$ cat config.mk
export PLATFORM = sky130hd
export DESIGN_NAME = boundary_sensor_motor_control
export DESIGN_NICKNAME = d
export VERILOG_FILES = /design/src/hw/rtl/bsmc_pkg.sv /design/src/hw/rtl/boundary_sensor_motor_control.sv
export SDC_FILE = /design/constraint.sdc
export NUM_CORES = 1
export LEC_CHECK = 0
export ABC_AREA = 1
export BUFFER_PORTS_ARGS = -buffer_cell sky130_fd_sc_hd__buf_2
export CAP_MARGIN = 10
export CORE_MARGIN = 2
export CORE_UTILIZATION = 47
export CTS_BUF_LIST = sky130_fd_sc_hd__clkbuf_16
export DETAILED_ROUTE_END_ITERATION = 16
export PLACE_DENSITY = 0.66
export REMOVE_ABC_BUFFERS = 1
export SLEW_MARGIN = 0
export SYNTH_ARGS = -nofsm -noshare
export SYNTH_HDL_FRONTEND = slang
export SYNTH_SLANG_ARGS = --single-unit
export TNS_END_PERCENT = 50
$ cat constraint.sdc
create_clock -name clk_i -period 5.8 [get_ports clk_i]
set_clock_uncertainty 0.1 [all_clocks]
set_input_delay 1.16 -clock clk_i [delete_from_list [all_inputs] [get_ports clk_i]]
set_output_delay 1.16 -clock clk_i [all_outputs]
set_load 0.01 [all_outputs]
$ cat src/hw/rtl/bsmc_pkg.sv
`timescale 1ns / 1ps
// ----------------------------------------------------------------------------
// Boundary sensor / motor control package
// Item kinds, sequencer phase codes, command letters, drive constants and
// the packed result beat shared by the block.
// ----------------------------------------------------------------------------
package bsmc_pkg;

  // Item kinds carried on the input tuser
  localparam logic [1:0] FUNC_TICK   = 2'd0;
  localparam logic [1:0] FUNC_SAMPLE = 2'd1;
  localparam logic [1:0] FUNC_CMD    = 2'd2;

  // Reply codes
  localparam logic [1:0] REPLY_NONE   = 2'd0;
  localparam logic [1:0] REPLY_ACCEPT = 2'd1;
  localparam logic [1:0] REPLY_REJECT = 2'd2;

  // Configuration register indexes
  localparam logic CFG_TICK_DIVIDE = 1'b0;
  localparam logic CFG_THRESHOLD   = 1'b1;

  // Configuration reset values
  localparam logic [4:0] TICK_DIVIDE_RST = 5'd10;
  localparam logic [9:0] THRESHOLD_RST   = 10'd256;
  localparam logic [4:0] TICK_DIVIDE_MAX = 5'd16;

  // Sensor sequencer phases
  localparam logic [2:0] PH_CENTRE_ON    = 3'd0;
  localparam logic [2:0] PH_CENTRE_OFF   = 3'd1;
  localparam logic [2:0] PH_LEFTMOST_ON  = 3'd2;
  localparam logic [2:0] PH_LEFTMOST_OFF = 3'd3;
  localparam logic [2:0] PH_LEFT_ON      = 3'd4;
  localparam logic [2:0] PH_LEFT_OFF     = 3'd5;

  // ADC channels of the three sensors
  localparam logic [2:0] CH_CENTRE   = 3'd2;
  localparam logic [2:0] CH_LEFTMOST = 3'd4;
  localparam logic [2:0] CH_LEFT     = 3'd3;

  // LED bits
  localparam logic [2:0] LED_CENTRE   = 3'b001;
  localparam logic [2:0] LED_LEFT     = 3'b010;
  localparam logic [2:0] LED_LEFTMOST = 3'b100;

  // Direction bits: bit0 forward, bit1 reverse
  localparam logic [1:0] DIR_STOP = 2'b00;
  localparam logic [1:0] DIR_FWD  = 2'b01;
  localparam logic [1:0] DIR_REV  = 2'b10;

  // PWM duties
  localparam logic [7:0] DUTY_OFF  = 8'd0;
  localparam logic [7:0] DUTY_SLOW = 8'd100;
  localparam logic [7:0] DUTY_TRIM = 8'd250;
  localparam logic [7:0] DUTY_FULL = 8'd255;

  // Command letters
  localparam logic [3:0] CMD_HIGH_NIBBLE = 4'h6;
  localparam logic [7:0] CMD_FWD_LEFT    = 8'h61;
  localparam logic [7:0] CMD_FWD_STRAIT  = 8'h62;
  localparam logic [7:0] CMD_FWD_RIGHT   = 8'h63;
  localparam logic [7:0] CMD_REV_LEFT    = 8'h64;
  localparam logic [7:0] CMD_REV_STRAIT  = 8'h65;
  localparam logic [7:0] CMD_REV_RIGHT   = 8'h66;
  localparam logic [7:0] CMD_STOP        = 8'h67;

  // Result beat, last field in the lowest bits
  typedef struct packed {
    logic [3:0] pad;
    logic [1:0] reply;
    logic       inside_field;
    logic       start_conversion;
    logic [2:0] adc_channel;
    logic [2:0] led_mask;
    logic [7:0] right_duty;
    logic [7:0] left_duty;
    logic       reverse_drive;
    logic       forward_drive;
  } result_t;

endpackage

$ cat src/hw/rtl/boundary_sensor_motor_control.sv
`timescale 1ns / 1ps
// ----------------------------------------------------------------------------
// Boundary sensor motor control
// Tick-driven sensor sequencer, boundary check on the averaged floor
// readings and motor command decode, one result beat per input beat.
// ----------------------------------------------------------------------------
// Channel   Direction  Handshake                  Payload
// s_axis    in         s_axis_tvalid/tready       tuser: func; tdata: sample, command
// m_axis    out        m_axis_tvalid/tready       tdata: drive, duties, LEDs, ADC, reply
// cfg       in         cfg_we_i (no wait)         cfg_addr_i, cfg_wdata_i
//
// Each beat passes an input register, then one pass of logic into the result
// register; one beat per cycle sustained while the output is not stalled.
// The state update happens as a beat moves from the input to the result register.
// rst_ni resets the control state: sequencer at PH_CENTRE_ON, inside flag set, drive forward.
// A stalled output holds its beat; the input register still takes one more beat.
// ----------------------------------------------------------------------------
module boundary_sensor_motor_control (
  input  logic        clk_i,
  input  logic        rst_ni,
  // config write port
  input  logic        cfg_we_i,
  input  logic        cfg_addr_i,
  input  logic [9:0]  cfg_wdata_i,
  // input stream
  input  logic        s_axis_tvalid,
  output logic        s_axis_tready,
  input  logic [23:0] s_axis_tdata,   // [9:0] sample, [17:10] command, [23:18] zero
  input  logic [1:0]  s_axis_tuser,   // [1:0] func
  // result stream
  output logic        m_axis_tvalid,
  input  logic        m_axis_tready,
  output logic [31:0] m_axis_tdata    // [0] forward_drive, [1] reverse_drive,
                                      // [9:2] left_duty, [17:10] right_duty,
                                      // [20:18] led_mask, [23:21] adc_channel,
                                      // [24] start_conversion, [25] inside_field,
                                      // [27:26] reply, [31:28] zero
);

  // Configuration registers
  logic [4:0] tick_divide_q;
  logic [9:0] threshold_q;

  // Input register
  logic       in_valid_q;
  logic [1:0] in_func_q;
  logic [9:0] in_sample_q;
  logic [7:0] in_command_q;

  // Block state
  logic [3:0] tick_count_q, tick_count_d;
  logic [2:0] phase_q, phase_d;
  logic [9:0] centre_q, centre_d;
  logic [9:0] leftmost_q, leftmost_d;
  logic [9:0] left_q, left_d;
  logic       inside_q, inside_d;
  logic [1:0] dir_q, dir_d;
  logic [7:0] lpwm_q, lpwm_d;
  logic [7:0] rpwm_q, rpwm_d;
  logic [2:0] led_q, led_d;
  logic [2:0] chan_q, chan_d;

  // Result register
  logic                 out_valid_q;
  bsmc_pkg::result_t    out_q, out_d;

  logic       advance;
  logic       start;
  logic [1:0] reply;
  logic [4:0] div_eff;
  logic [4:0] count_inc;
  logic [11:0] sum;
  logic [11:0] thr3;
  logic        cmd_ok;

  // Handshake: move a beat on when the result register is free or drains
  assign advance       = in_valid_q && (!out_valid_q || m_axis_tready);
  assign s_axis_tready = !in_valid_q || advance;
  assign m_axis_tvalid = out_valid_q;
  assign m_axis_tdata  = out_q;

  // Configuration writes
  always_ff @(posedge clk_i or negedge rst_ni) begin
    if (!rst_ni) begin
      tick_divide_q <= bsmc_pkg::TICK_DIVIDE_RST;
      threshold_q   <= bsmc_pkg::THRESHOLD_RST;
    end else if (cfg_we_i) begin
      case (cfg_addr_i)
        bsmc_pkg::CFG_TICK_DIVIDE: tick_divide_q <= cfg_wdata_i[4:0];
        bsmc_pkg::CFG_THRESHOLD:   threshold_q   <= cfg_wdata_i;
        default: ;
      endcase
    end
  end

  // Input register
  always_ff @(posedge clk_i or negedge rst_ni) begin
    if (!rst_ni) begin
      in_valid_q <= 1'b0;
    end else if (s_axis_tready) begin
      in_valid_q <= s_axis_tvalid;
    end
  end

  always_ff @(posedge clk_i) begin
    if (s_axis_tready && s_axis_tvalid) begin
      in_func_q    <= s_axis_tuser;
      in_sample_q  <= s_axis_tdata[9:0];
      in_command_q <= s_axis_tdata[17:10];
    end
  end

  // Clamp divider to 1..16, compare sum against three times the threshold
  always_comb begin
    if (tick_divide_q == 5'd0) begin
      div_eff = 5'd1;
    end else if (tick_divide_q > bsmc_pkg::TICK_DIVIDE_MAX) begin
      div_eff = bsmc_pkg::TICK_DIVIDE_MAX;
    end else begin
      div_eff = tick_divide_q;
    end
    count_inc = {1'b0, tick_count_q} + 5'd1;
    sum  = {2'b00, centre_q} + {2'b00, leftmost_q} + {2'b00, left_q};
    thr3 = {2'b00, threshold_q} + {1'b0, threshold_q, 1'b0};
    cmd_ok = (in_command_q[7:4] == bsmc_pkg::CMD_HIGH_NIBBLE) && !in_command_q[3];
  end

  // Next state for the beat in the input register
  always_comb begin
    tick_count_d = tick_count_q;
    phase_d      = phase_q;
    centre_d     = centre_q;
    leftmost_d   = leftmost_q;
    left_d       = left_q;
    inside_d     = inside_q;
    dir_d        = dir_q;
    lpwm_d       = lpwm_q;
    rpwm_d       = rpwm_q;
    led_d        = led_q;
    chan_d       = chan_q;
    start        = 1'b0;
    reply        = bsmc_pkg::REPLY_NONE;

    case (in_func_q)
      bsmc_pkg::FUNC_TICK: begin
        // divider and sequencer step
        if (count_inc >= div_eff) begin
          tick_count_d = 4'd0;
          case (phase_q)
            bsmc_pkg::PH_CENTRE_ON: begin
              chan_d  = bsmc_pkg::CH_CENTRE;
              led_d   = led_q | bsmc_pkg::LED_CENTRE;
              start   = 1'b1;
              phase_d = bsmc_pkg::PH_CENTRE_OFF;
            end
            bsmc_pkg::PH_CENTRE_OFF: begin
              led_d   = led_q & ~bsmc_pkg::LED_CENTRE;
              phase_d = bsmc_pkg::PH_LEFTMOST_ON;
            end
            bsmc_pkg::PH_LEFTMOST_ON: begin
              chan_d  = bsmc_pkg::CH_LEFTMOST;
              led_d   = led_q | bsmc_pkg::LED_LEFTMOST;
              start   = 1'b1;
              phase_d = bsmc_pkg::PH_LEFTMOST_OFF;
            end
            bsmc_pkg::PH_LEFTMOST_OFF: begin
              led_d   = led_q & ~bsmc_pkg::LED_LEFTMOST;
              phase_d = bsmc_pkg::PH_LEFT_ON;
            end
            bsmc_pkg::PH_LEFT_ON: begin
              chan_d  = bsmc_pkg::CH_LEFT;
              led_d   = led_q | bsmc_pkg::LED_LEFT;
              start   = 1'b1;
              phase_d = bsmc_pkg::PH_LEFT_OFF;
            end
            bsmc_pkg::PH_LEFT_OFF: begin
              led_d   = led_q & ~bsmc_pkg::LED_LEFT;
              phase_d = bsmc_pkg::PH_CENTRE_ON;
            end
            default: begin
              phase_d = bsmc_pkg::PH_CENTRE_ON;
            end
          endcase
        end else begin
          tick_count_d = count_inc[3:0];
        end
        // boundary check on the stored readings
        if (sum >= thr3) begin
          dir_d    = bsmc_pkg::DIR_REV;
          lpwm_d   = bsmc_pkg::DUTY_FULL;
          rpwm_d   = bsmc_pkg::DUTY_FULL;
          inside_d = 1'b0;
        end else if (!inside_q) begin
          dir_d    = bsmc_pkg::DIR_STOP;
          lpwm_d   = bsmc_pkg::DUTY_OFF;
          rpwm_d   = bsmc_pkg::DUTY_OFF;
          inside_d = 1'b1;
        end
      end
      bsmc_pkg::FUNC_SAMPLE: begin
        // store sample by phase, drop it in LED-on phases
        case (phase_q)
          bsmc_pkg::PH_CENTRE_OFF:   centre_d   = in_sample_q;
          bsmc_pkg::PH_LEFTMOST_OFF: leftmost_d = in_sample_q;
          bsmc_pkg::PH_LEFT_OFF:     left_d     = in_sample_q;
          default: ;
        endcase
      end
      bsmc_pkg::FUNC_CMD: begin
        if (!cmd_ok) begin
          reply = bsmc_pkg::REPLY_REJECT;
        end else begin
          reply = bsmc_pkg::REPLY_ACCEPT;
          if (inside_q) begin
            case (in_command_q)
              bsmc_pkg::CMD_FWD_LEFT: begin
                dir_d = bsmc_pkg::DIR_FWD;
                lpwm_d = bsmc_pkg::DUTY_SLOW; rpwm_d = bsmc_pkg::DUTY_FULL;
              end
              bsmc_pkg::CMD_FWD_STRAIT: begin
                dir_d = bsmc_pkg::DIR_FWD;
                lpwm_d = bsmc_pkg::DUTY_FULL; rpwm_d = bsmc_pkg::DUTY_FULL;
              end
              bsmc_pkg::CMD_FWD_RIGHT: begin
                dir_d = bsmc_pkg::DIR_FWD;
                lpwm_d = bsmc_pkg::DUTY_TRIM; rpwm_d = bsmc_pkg::DUTY_SLOW;
              end
              bsmc_pkg::CMD_REV_LEFT: begin
                dir_d = bsmc_pkg::DIR_REV;
                lpwm_d = bsmc_pkg::DUTY_SLOW; rpwm_d = bsmc_pkg::DUTY_FULL;
              end
              bsmc_pkg::CMD_REV_STRAIT: begin
                dir_d = bsmc_pkg::DIR_REV;
                lpwm_d = bsmc_pkg::DUTY_FULL; rpwm_d = bsmc_pkg::DUTY_FULL;
              end
              bsmc_pkg::CMD_REV_RIGHT: begin
                dir_d = bsmc_pkg::DIR_REV;
                lpwm_d = bsmc_pkg::DUTY_TRIM; rpwm_d = bsmc_pkg::DUTY_SLOW;
              end
              bsmc_pkg::CMD_STOP: begin
                dir_d = bsmc_pkg::DIR_STOP;
                lpwm_d = bsmc_pkg::DUTY_OFF; rpwm_d = bsmc_pkg::DUTY_OFF;
              end
              default: ;
            endcase
          end
        end
      end
      default: ;
    endcase
  end

  // Pack the result from the updated state
  always_comb begin
    out_d                  = '0;
    out_d.forward_drive    = dir_d[0];
    out_d.reverse_drive    = dir_d[1];
    out_d.left_duty        = lpwm_d;
    out_d.right_duty       = rpwm_d;
    out_d.led_mask         = led_d;
    out_d.adc_channel      = chan_d;
    out_d.start_conversion = start;
    out_d.inside_field     = inside_d;
    out_d.reply            = reply;
  end

  // Commit state on each advancing beat
  always_ff @(posedge clk_i or negedge rst_ni) begin
    if (!rst_ni) begin
      tick_count_q <= 4'd0;
      phase_q      <= bsmc_pkg::PH_CENTRE_ON;
      centre_q     <= 10'd0;
      leftmost_q   <= 10'd0;
      left_q       <= 10'd0;
      inside_q     <= 1'b1;
      dir_q        <= bsmc_pkg::DIR_FWD;
      lpwm_q       <= bsmc_pkg::DUTY_OFF;
      rpwm_q       <= bsmc_pkg::DUTY_OFF;
      led_q        <= 3'd0;
      chan_q       <= bsmc_pkg::CH_CENTRE;
    end else if (advance) begin
      tick_count_q <= tick_count_d;
      phase_q      <= phase_d;
      centre_q     <= centre_d;
      leftmost_q   <= leftmost_d;
      left_q       <= left_d;
      inside_q     <= inside_d;
      dir_q        <= dir_d;
      lpwm_q       <= lpwm_d;
      rpwm_q       <= rpwm_d;
      led_q        <= led_d;
      chan_q       <= chan_d;
    end
  end

  // Result register
  always_ff @(posedge clk_i or negedge rst_ni) begin
    if (!rst_ni) begin
      out_valid_q <= 1'b0;
    end else if (advance) begin
      out_valid_q <= 1'b1;
    end else if (m_axis_tready) begin
      out_valid_q <= 1'b0;
    end
  end

  always_ff @(posedge clk_i) begin
    if (advance) begin
      out_q <= out_d;
    end
  end

  // Sequencer never leaves its six phases
  assert property (@(posedge clk_i) disable iff (!rst_ni) phase_q <= bsmc_pkg::PH_LEFT_OFF)
    else $error("sequencer phase out of range");

  // Outside the field the drive stays at full reverse
  assert property (@(posedge clk_i) disable iff (!rst_ni)
    !inside_q |-> (dir_q == bsmc_pkg::DIR_REV && lpwm_q == bsmc_pkg::DUTY_FULL &&
                   rpwm_q == bsmc_pkg::DUTY_FULL))
    else $error("drive not full reverse while outside");

  // A conversion start lights the LED of the selected channel
  assert property (@(posedge clk_i) disable iff (!rst_ni)
    (m_axis_tvalid && out_q.start_conversion) |->
      ((out_q.adc_channel == bsmc_pkg::CH_CENTRE && out_q.led_mask[0]) ||
       (out_q.adc_channel == bsmc_pkg::CH_LEFT && out_q.led_mask[1]) ||
       (out_q.adc_channel == bsmc_pkg::CH_LEFTMOST && out_q.led_mask[2])))
    else $error("conversion start without matching LED");

  // A reply only follows a command beat
  assert property (@(posedge clk_i) disable iff (!rst_ni)
    (advance && in_func_q != bsmc_pkg::FUNC_CMD) |=> out_q.reply == bsmc_pkg::REPLY_NONE)
    else $error("reply on a non-command beat");

endmodule
Yosys cells after proc, flatten, opt, wreduce, memory -nomap -nowiden
Index checks and enable logic that the tools add are counted.
- flip-flop bits (word level): 127
- bits of input ports: 42
- output and inout port bits: 34
- logic and storage cells: 111
- add/subtract/negate cells: 4
- $lt $le $gt $ge: 3
- eq/ne operators: 15
- mux-type cells: 34
- bitwise logic cells: 1
- reductions and logical operators: 27
- operators by type and width (kind ; number):
    $mux W8 ; 8
    $eq A8 B7 Y1 const B ; 7
    $pmux W8 S2 ; 2
    $pmux W8 S4 ; 1
    $pmux W8 S3 ; 1
    $pmux W3 S6 ; 1
    $pmux W3 S5 ; 1
    $add A10 B11 Y12 ; 1
    $add A11 B10 Y12 ; 1
    $ge A12 B12 Y1 ; 1
    $mux W3 ; 4
    $reduce_and A3 Y1 ; 4
    $add A10 B10 Y11 ; 1
    $mux W2 ; 5
    $mux W5 ; 2
    $pmux W3 S3 ; 1
    $reduce_or A3 Y1 ; 3
    $reduce_and A2 Y1 ; 4
    $eq A3 B2 Y1 const B ; 2
    $eq A3 B3 Y1 const B ; 2
    $pmux W2 S3 ; 1
    $reduce_or A2 Y1 ; 3
    $add A4 B1 Y5 const B ; 1
    $ge A5 B5 Y1 ; 1
    other kinds (17) ; 26

Depth between registers and ports, before layout
Gate-level depths: netlist of run 1.
- depth in word-level cells: 6
- gate-level depth with buffers: 24

Least setup slack after synthesis of run 1
Ideal clock, no wire load.
- kind: register to register
- from: register centre_q[1]
- to: register out_q (netlist bit m_axis_tdata[10]) (data pin)
- library setup time: 266 ps
- arrival: 3308 ps
- data required time: 5434 ps
- slack: 2127 ps
- cell stages (with the launch flop): 23
- clock period less this slack: 3673 ps
- cells stage by stage: dfrtp_1 -> inv_1 -> fa_1 -> inv_1 -> ha_1 -> fa_1 -> nand3_1 -> nand2_1 -> a21oi_1 -> nor2_1 -> nor2_1 -> xor2_1 -> inv_1 -> ha_1 -> nand2_1 -> inv_2 -> nand2_1 -> nand2_1 -> a21oi_2 -> nand3_2 -> buf_6 -> o21ai_1 -> nand3_2
- cells in the longest elaborated chain, start to end: 5
- ends and longest elaborated chain (element ; RTL line ; source):
    start: declaration ; boundary_sensor_motor_control.sv:53 ; logic [9:0] centre_q, centre_d;
    start signal: assignment ; boundary_sensor_motor_control.sv:284 ; centre_q <= centre_d;
    $add A10 B10 Y11 ; boundary_sensor_motor_control.sv:123 ; sum = {2'b00, centre_q} + {2'b00, leftmost_q} + {2'b00, left_q};
    $add A11 B10 Y12 ; boundary_sensor_motor_control.sv:123 ;
    $ge A12 B12 Y1 ; boundary_sensor_motor_control.sv:188 ; if (sum >= thr3) begin
    $mux W8 ; boundary_sensor_motor_control.sv:188 ;
    $pmux W8 S2 ; boundary_sensor_motor_control.sv:144 ; case (in_func_q)
    named net rpwm_d[0] ; boundary_sensor_motor_control.sv:59 ; logic [7:0] rpwm_q, rpwm_d;
    end signal: assignment ; boundary_sensor_motor_control.sv:309 ; out_q <= out_d;
    end: declaration ; boundary_sensor_motor_control.sv:65 ; bsmc_pkg::result_t out_q, out_d;
The timed path passes the listed nets, and every way through them passes these cells.
A chain may end at the register's enable or synchronous reset.

Worst setup path in the final report of run 1
- from: register centre_q[1]
- to: register out_q (netlist bit m_axis_tdata[14]) (data pin)
Same word-level chain as after synthesis.

==> summary.txt, run 1 <==
Clocking
  • CTS clk-pin slew, worst paths: 60 ps
  • TritonCTS clock tree: built
  • CTS buffer count: 17
  • Maximum clock insertion buffer count: 2
  • Postcts setup bufs: 0
  • Clk root buf: clkbuf_16
  • Hold-fix buffers at CTS: 0
  • H-tree Lvls: 4
  • Worst skew pair latency: between 400 and 500 ps
  • TritonCTS Sinks: 127
  • Cts repair resizes: 0

GRT
  • Largest net degree at the start of global routing: 59
  • First-pass GRT wire length: ~24 mm
  • GRT Util Overall: 0.185
  • Initial antenna violation count: 0
  • GRT overflow: 0
  • Vias in the first global route: 5070

Run
  • Max-Cap Viols: 0

Timing
  • Minimum clock period: about 4200 ps
  • Slew @ Worst Pin: roughly 900 ps
  • Setup TNS: 0 ps
  • Setup ws final: 1620 ps
  • Fmax: 0.239 GHz
  • Final hold vios: 0
  • RSZ-0062 raised after global routing: no
  • Endpoints failing setup: 0
  • Fin crit share: 0.721
  • Max-slew headroom: 0.396
  • Slew Viols, Final: 0

Finish
  • Most frequent cells in the layout: 252 x nand2_1, 102 x inv_1, 73 x dfrtp_1
  • Final Cell Area: between 0.008 and 0.009 mm²
  • Antenna cells: 0
  • Area Growth Syn to Fin: 14.2%
  • Final-stage net count: 973
  • Share of cells above drive strength 1: 0.160
  • Fin cells: 1083
  • Commonest non-fill, non-tap cell in the layout: nand2_1

Die
  • DIE WIDTH: 127 µm
  • Row Count: 45
  • Die H: 127 µm
  • Die area: 0.0162 mm²
  • Core Area: 0.0150 mm²
  • Initial Utilization: 0.475
  • Boundary Pins: 76

Placement
  • Buffers on Ports: 65
  • Post-DP HPWL: 9.38 mm
  • Cell Area, Placed: 0.00760 mm²
  • Pre-CTS setup slack: 1630 ps
  • Cells after DPL: 1051
  • Global placement routability congestion: 0.813

Routing
  • Wire per inst: 12.7 µm
  • DRT antenna net count: 0
  • Vias/cell: 4.98
  • DRC violations left: 0
  • Iter 0 DRT Violations: 412
  • Detailed-route via count: 5395
  • Drt first pass iters: 7
  • Final WL: ~14 mm

Status
  • Status: finished clean

Worst setup path
  • Startpoint Class: register
  • CP arrival: between 4000 and 5000 ps
  • CP cell instances: inv_1 > fa_1 > inv_1 > ha_1 > fa_1 > nand3_1 > nand2_1 > a21oi_1 > nor2_1 > nor2_1 > xor2_1 > inv_1 > ha_1 > nand2_1 > inv_2 > nand2_1 > nand2_1 > a21oi_2 > nand3_2 > o21ai_0 > nand3_1
  • Slowest cell on crit path: fa_1
  • CP max FO: 18
  • Crit path largest cell delay: 520 ps
  • Kind of end point of the critical path: register
  • Crit path required time: 5850 ps
  • CP Class: reg2reg
  • Most numerous cell on the critical path: nand2_1

Synthesis
  • Synth warn: 0
  • Synth top area share: 0.256
  • Synth area leader: dfrtp_1
  • Area contributors post-synth: dfrtp_1 26%, edfxtp_1 20%, nand2_1 13%
  • Synth unique cells: 43
  • Flops & latches, synth: 127
  • Seq/Total Area, Yosys: 0.480
  • Syn Inst Count: roughly 820
  • Mapped Area: 0.00713 mm²
  • Syn avg cell area: 8.73 µm²

Hold path
  • Class of the worst hold path: reg2reg

Power
  • Worst VDD drop: 0.000348 V
  • Tot Pwr: about 4.4 mW
  • Leakage: about 4.2 nW
  • PD cells: ~540 mW/mm²
==> registers in the layout, indices dropped and copies added, names as in the netlist, 4 cells and up <==
signal         cells
tick_count_q       4
lpwm_q             8
in_command_q       8
m_axis_tdata      28
leftmost_q        10
left_q            10
tick_divide_q      5
in_sample_q       10
rpwm_q             8
centre_q          10
threshold_q       10
==> metal layers <==
| metal | vias to the layer above | wire length (µm) | GRT usage |
|---|---|---|---|
| met1 | 2493 | 6720 | 0.265 |
| met2 | 110 | 6210 | 0.278 |
| li1 | 2777 | - | - |
| met4 | 0 | 159 | 0.0549 |
| met5 | - | 0 | 0 |
| met3 | 15 | 688 | 0.0511 |
==> area by class of cell <==
type,count,area [µm²]
Clock buffer,17,425
Clock inverter,15,121
Fill cell,1378,6880
Inverter,104,390
Multi-Input combinational cell,562,3190
Sequential cell,127,3430
Tap cell,188,235
Timing Repair Buffer,70,365
==> worst max-delay path, delay by kind of cell, from the launching register on <==
family / cells / cell delay, ps
buffers and inverters: 4 / 200
AO/OA/AOI/OAI: 3 / 620
AND/OR/NAND/NOR: 9 / 1040
flip-flops: 1 / 350
XOR/XNOR: 1 / 160
adder cells (fa/ha/maj): 4 / 1450
==> Yosys cell counts, drive strengths merged <==
master	n
a21o	4
a21oi	25
a221oi	1
a31oi	6
and2	1
buf	14
clkbuf	13
conb	1
dfrtp	73
dfstp	6
edfxtp	48
fa	12
ha	37
inv	104
mux2	4
nand2	256
nand3	50
nand3b	4
nand4	5
nor2	42
nor3	8
o2111ai	1
o211ai	3
o21a	1
o21ai	76
o21bai	2
o22ai	1
or2	1
xnor2	4
xor2	14
==> power by group <==
part           total, mW  switching, mW  internal [mW]
Clock              0.980          0.397          0.583
Sequential          1.46          0.202           1.25
Combinational       1.94           1.18          0.758
Total               4.37           1.78           2.60
==> per-stage QoR <==
step                      hold WS (ps)  utilization
final                              376        0.542
after global placement             357        0.506
after floorplan                    348            -
after global routing               388        0.542
after detailed placement           362        0.506
after CTS                          375        0.542
==> path summary, 6_finish.rpt <==
path | from | endpoint | slack [ps] | cells past startpoint
max | centre_q[1]$_DFFE_PN0P_ | m_axis_tdata[14]$_DFFE_PP_ | 1620 | 21
min | chan_q[1]$_DFFE_PN1P_ | chan_q[1]$_DFFE_PN1P_ | 380 | 2
max reg2reg | centre_q[1]$_DFFE_PN0P_ | m_axis_tdata[14]$_DFFE_PP_ | 1620 | 21
min reg2reg | chan_q[1]$_DFFE_PN1P_ | chan_q[1]$_DFFE_PN1P_ | 380 | 2
max in group asynchronous | rst_ni | chan_q[0]$_DFFE_PN0P_ | 4020 | 2
min in group asynchronous | rst_ni | centre_q[6]$_DFFE_PN0P_ | 520 | 1
==> logic make-up after synthesis <==
| group | share of synthesized area |
|---|---|
| other | 0.000526 |
| muxes | 0.00631 |
| DFF | 0.480 |
| buffers and inverters | 0.0747 |
| adders and majority gates | 0.0986 |
| and+or+nand+nor | 0.227 |
| AOI/OAI and AO/OA | 0.0910 |
| xor gates and xnor gates | 0.0221 |
(Power assumes the default switching activity.)
==> inputs of run 2 (changes only) <==
--- a/config.mk
+++ b/config.mk
@@ -12,7 +12,7 @@
 export CORE_UTILIZATION = 47
 export CTS_BUF_LIST = sky130_fd_sc_hd__clkbuf_16
 export DETAILED_ROUTE_END_ITERATION = 16
-export PLACE_DENSITY = 0.66
+export PLACE_DENSITY = 0.69
 export REMOVE_ABC_BUFFERS = 1
 export SLEW_MARGIN = 0
 export SYNTH_ARGS = -nofsm -noshare
==> constraint.sdc (replaced) <==
create_clock -name clk_i -period 3.8 [get_ports clk_i]
set_clock_uncertainty 0.1 [all_clocks]
set_input_delay 0.76 -clock clk_i [delete_from_list [all_inputs] [get_ports clk_i]]
set_output_delay 0.76 -clock clk_i [all_outputs]
set_load 0.01 [all_outputs]
==> summary.txt, run 2 (same netlist as run 1, synthesis figures left out) <==
Worst setup path
  • Startpoint Class: register (unchanged)
  • CP max FO: 4 (was 18)
  • Reg2Reg Setup Slack: -30 ps (was 1620 ps)
  • Kind of end point of the critical path: register (unchanged)
  • CP arrival: 3880 ps (was 4230 ps)
  • CP Class: reg2reg (unchanged)
  • Crit path required time: 3860 ps (was 5850 ps)

Routing
  • Iter 0 DRT Violations: 414 (was 412)
  • Final WL: 14.5 mm (was 13.8 mm)
  • Detailed-route via count: 5506 (was 5395)
  • Drt first pass iters: 5 (was 7)
  • DRC violations left: 0 (unchanged)
  • DRT antenna net count: 0 (unchanged)
  • Vias/cell: 5.01 (was 4.98)
  • Wire per inst: 13.1 µm (was 12.7 µm)

Finish
  • Final Cell Area: 0.00860 mm² (was 0.00815 mm²)
  • Commonest non-fill, non-tap cell in the layout: nand2_1 (unchanged)
  • Final-stage net count: 990 (was 973)
  • Number of flip-flops in the largest register: 28 (unchanged)
  • Antenna cells: 0 (unchanged)
  • Area Growth Syn to Fin: 20.5% (was 14.2%)
  • Most frequent cells in the layout: 244 x nand2_1, 103 x inv_1, 73 x dfrtp_1 (was 252 x nand2_1, 102 x inv_1, 73 x dfrtp_1)
  • Share of cells above drive strength 1: 0.219 (was 0.160)

GRT
  • Vias in the first global route: 5249 (was 5070)
  • Initial antenna violation count: 0 (unchanged)
  • Largest net degree at the start of global routing: 68 (was 59)
  • First-pass GRT wire length: 24.6 mm (was 23.9 mm)
  • GRT Util Overall: 0.189 (was 0.185)
  • GRT overflow: 0 (unchanged)

Timing
  • Final hold vios: 0 (unchanged)
  • Fin crit share: 1.01 (was 0.721)
  • Minimum clock period: 3830 ps (was 4180 ps)
  • Slew @ Worst Pin: 917 ps (was 906 ps)
  • RSZ-0062 raised after global routing: yes (was no)
  • Worst Hold Slack: 363 ps (was 376 ps)
  • Endpoints failing setup: 6 (was 0)
  • Fmax: 0.261 GHz (was 0.239 GHz)
  • Max-slew headroom: 0.389 (was 0.396)
  • Setup ws final: -26.1 ps (was 1620 ps)
  • Slew Viols, Final: 0 (unchanged)
  • Setup TNS: -59.9 ps (was 0 ps)

Power
  • PD cells: 923 mW/mm² (was 536 mW/mm²)
  • Worst VDD drop: 0.000502 V (was 0.000348 V)
  • Tot Pwr: 7.93 mW (was 4.37 mW)
  • Leakage: 4.34 nW (was 4.17 nW)

Die
  • Die H: 127 µm (unchanged)
  • DIE WIDTH: 127 µm (unchanged)
  • Boundary Pins: 76 (unchanged)
  • Core Area: 0.0150 mm² (unchanged)
  • Die area: 0.0162 mm² (unchanged)
  • Initial Utilization: 0.475 (unchanged)
  • Row Count: 45 (unchanged)

Clocking
  • CTS buffer count: 17 (unchanged)
  • Hold-fix buffers at CTS: 0 (unchanged)
  • Clk root buf: clkbuf_16 (unchanged)
  • Maximum clock insertion buffer count: 2 (unchanged)
  • CTS clk-pin slew, worst paths: 60 ps (about the same)
  • TritonCTS clock tree: built (unchanged)
  • Worst skew pair latency: 420 ps (about the same)
  • TritonCTS Sinks: 127 (unchanged)
  • H-tree Lvls: 4 (unchanged)

Hold path
  • Class of the worst hold path: in2async (was reg2reg)

Placement
  • Cell Area, Placed: 0.00769 mm² (was 0.00760 mm²)
  • Buffers on Ports: 65 (unchanged)
  • Post-DP HPWL: 9.31 mm (was 9.38 mm)
  • Global placement routability congestion: 0.826 (was 0.813)

Status
  • Status: finished, violations left (was finished clean)
  • Failing checks: setup timing

Run
  • Max-Cap Viols: 0 (unchanged)
## run 2: cell count changes in the layout (fill, tap and decap cells not counted), moves of 3 or more
cell and delta:
nand3_2 +6, nand2_1 -8, buf_4 +13, ha_4 +3, nand3_1 -7, o21ai_2 +13, clkinv_2 -5, o21ai_4 +3
nand2_2 +8, ha_1 -4, o21ai_1 -9, o21ai_0 -7
## run 2: what timing repair did
action                                  in CTS  in global routing
buffers inserted                             2                  3
endpoints found under the setup margin      36                 37
pin swaps                                   15                 19
gates cloned                                 1                  2
gates resized for setup                     19                 38
## run 2: metal layers
| metal | share of wire | track usage | vias up |
|---|---|---|---|
| li1 | - | - | 2814 |
| met1 | 0.49 | 0.267 | 2549 |
| met2 | 0.45 | 0.292 | 125 |
| met3 | 0.044 | 0.0373 | 18 |
| met4 | 0.016 | 0.0718 | 0 |
| met5 | 0 | 0 | - |
## run 2: critical path, cell delays in order, from the launching register on
cell and delay, ps:
dfrtp_1 370, inv_2 50, fa_1 530, inv_1 40, ha_2 170, fa_2 350
nand3_2 70, nand2_2 70, nand2_1 70, o211ai_1 120, a21oi_1 160, nor2_1 70
ha_1 310, nand2_2 90, nor2_4 140, nand2_2 70, nor2_2 120, nand2_2 90
nand3_4 170, clkbuf_16 190, nor2_4 40, o21bai_4 170
## run 2: area by class of cell
cell class,instances,area (µm²)
fill,1301,6430
sequential,127,3430
multi-input combinational,562,3410
timing repair buffer,87,561
clock buffer,17,425
inverter,104,390
tap,188,235
clock inverter,15,149
## run 2: path summary, 6_finish.rpt
path                            cells after the start                   from                            to
worst min-delay path                                1                 rst_ni         left_q[6]$_DFFE_PN0P_
worst max register to register                     21  left_q[1]$_DFFE_PN0P_    m_axis_tdata[25]$_DFFE_PP_
min in group clk_i                                  2  chan_q[1]$_DFFE_PN1P_         chan_q[1]$_DFFE_PN1P_
worst min register to register                      2  chan_q[1]$_DFFE_PN1P_         chan_q[1]$_DFFE_PN1P_
worst max-delay path                               21  left_q[1]$_DFFE_PN0P_    m_axis_tdata[25]$_DFFE_PP_
max in group asynchronous                           2                 rst_ni  tick_divide_q[1]$_DFFE_PN1P_
## run 2: power by group
part / internal (mW) / total [mW] / switching, mW
sequential: 1.91 / 2.23 / 0.318
clock: 0.959 / 1.58 / 0.618
combinational: 1.84 / 4.12 / 2.28
## run 2: metrics by stage
step / setup WS, ps / std cells / utilization
floorplan: 77.0 / 793 / -
global placement: -82.8 / 1061 / 0.512
detailed placement: -105 / 1061 / 0.512
CTS: 4.25 / 1095 / 0.556
global route: -272 / 1100 / 0.572
finish: -26.1 / 1100 / 0.572
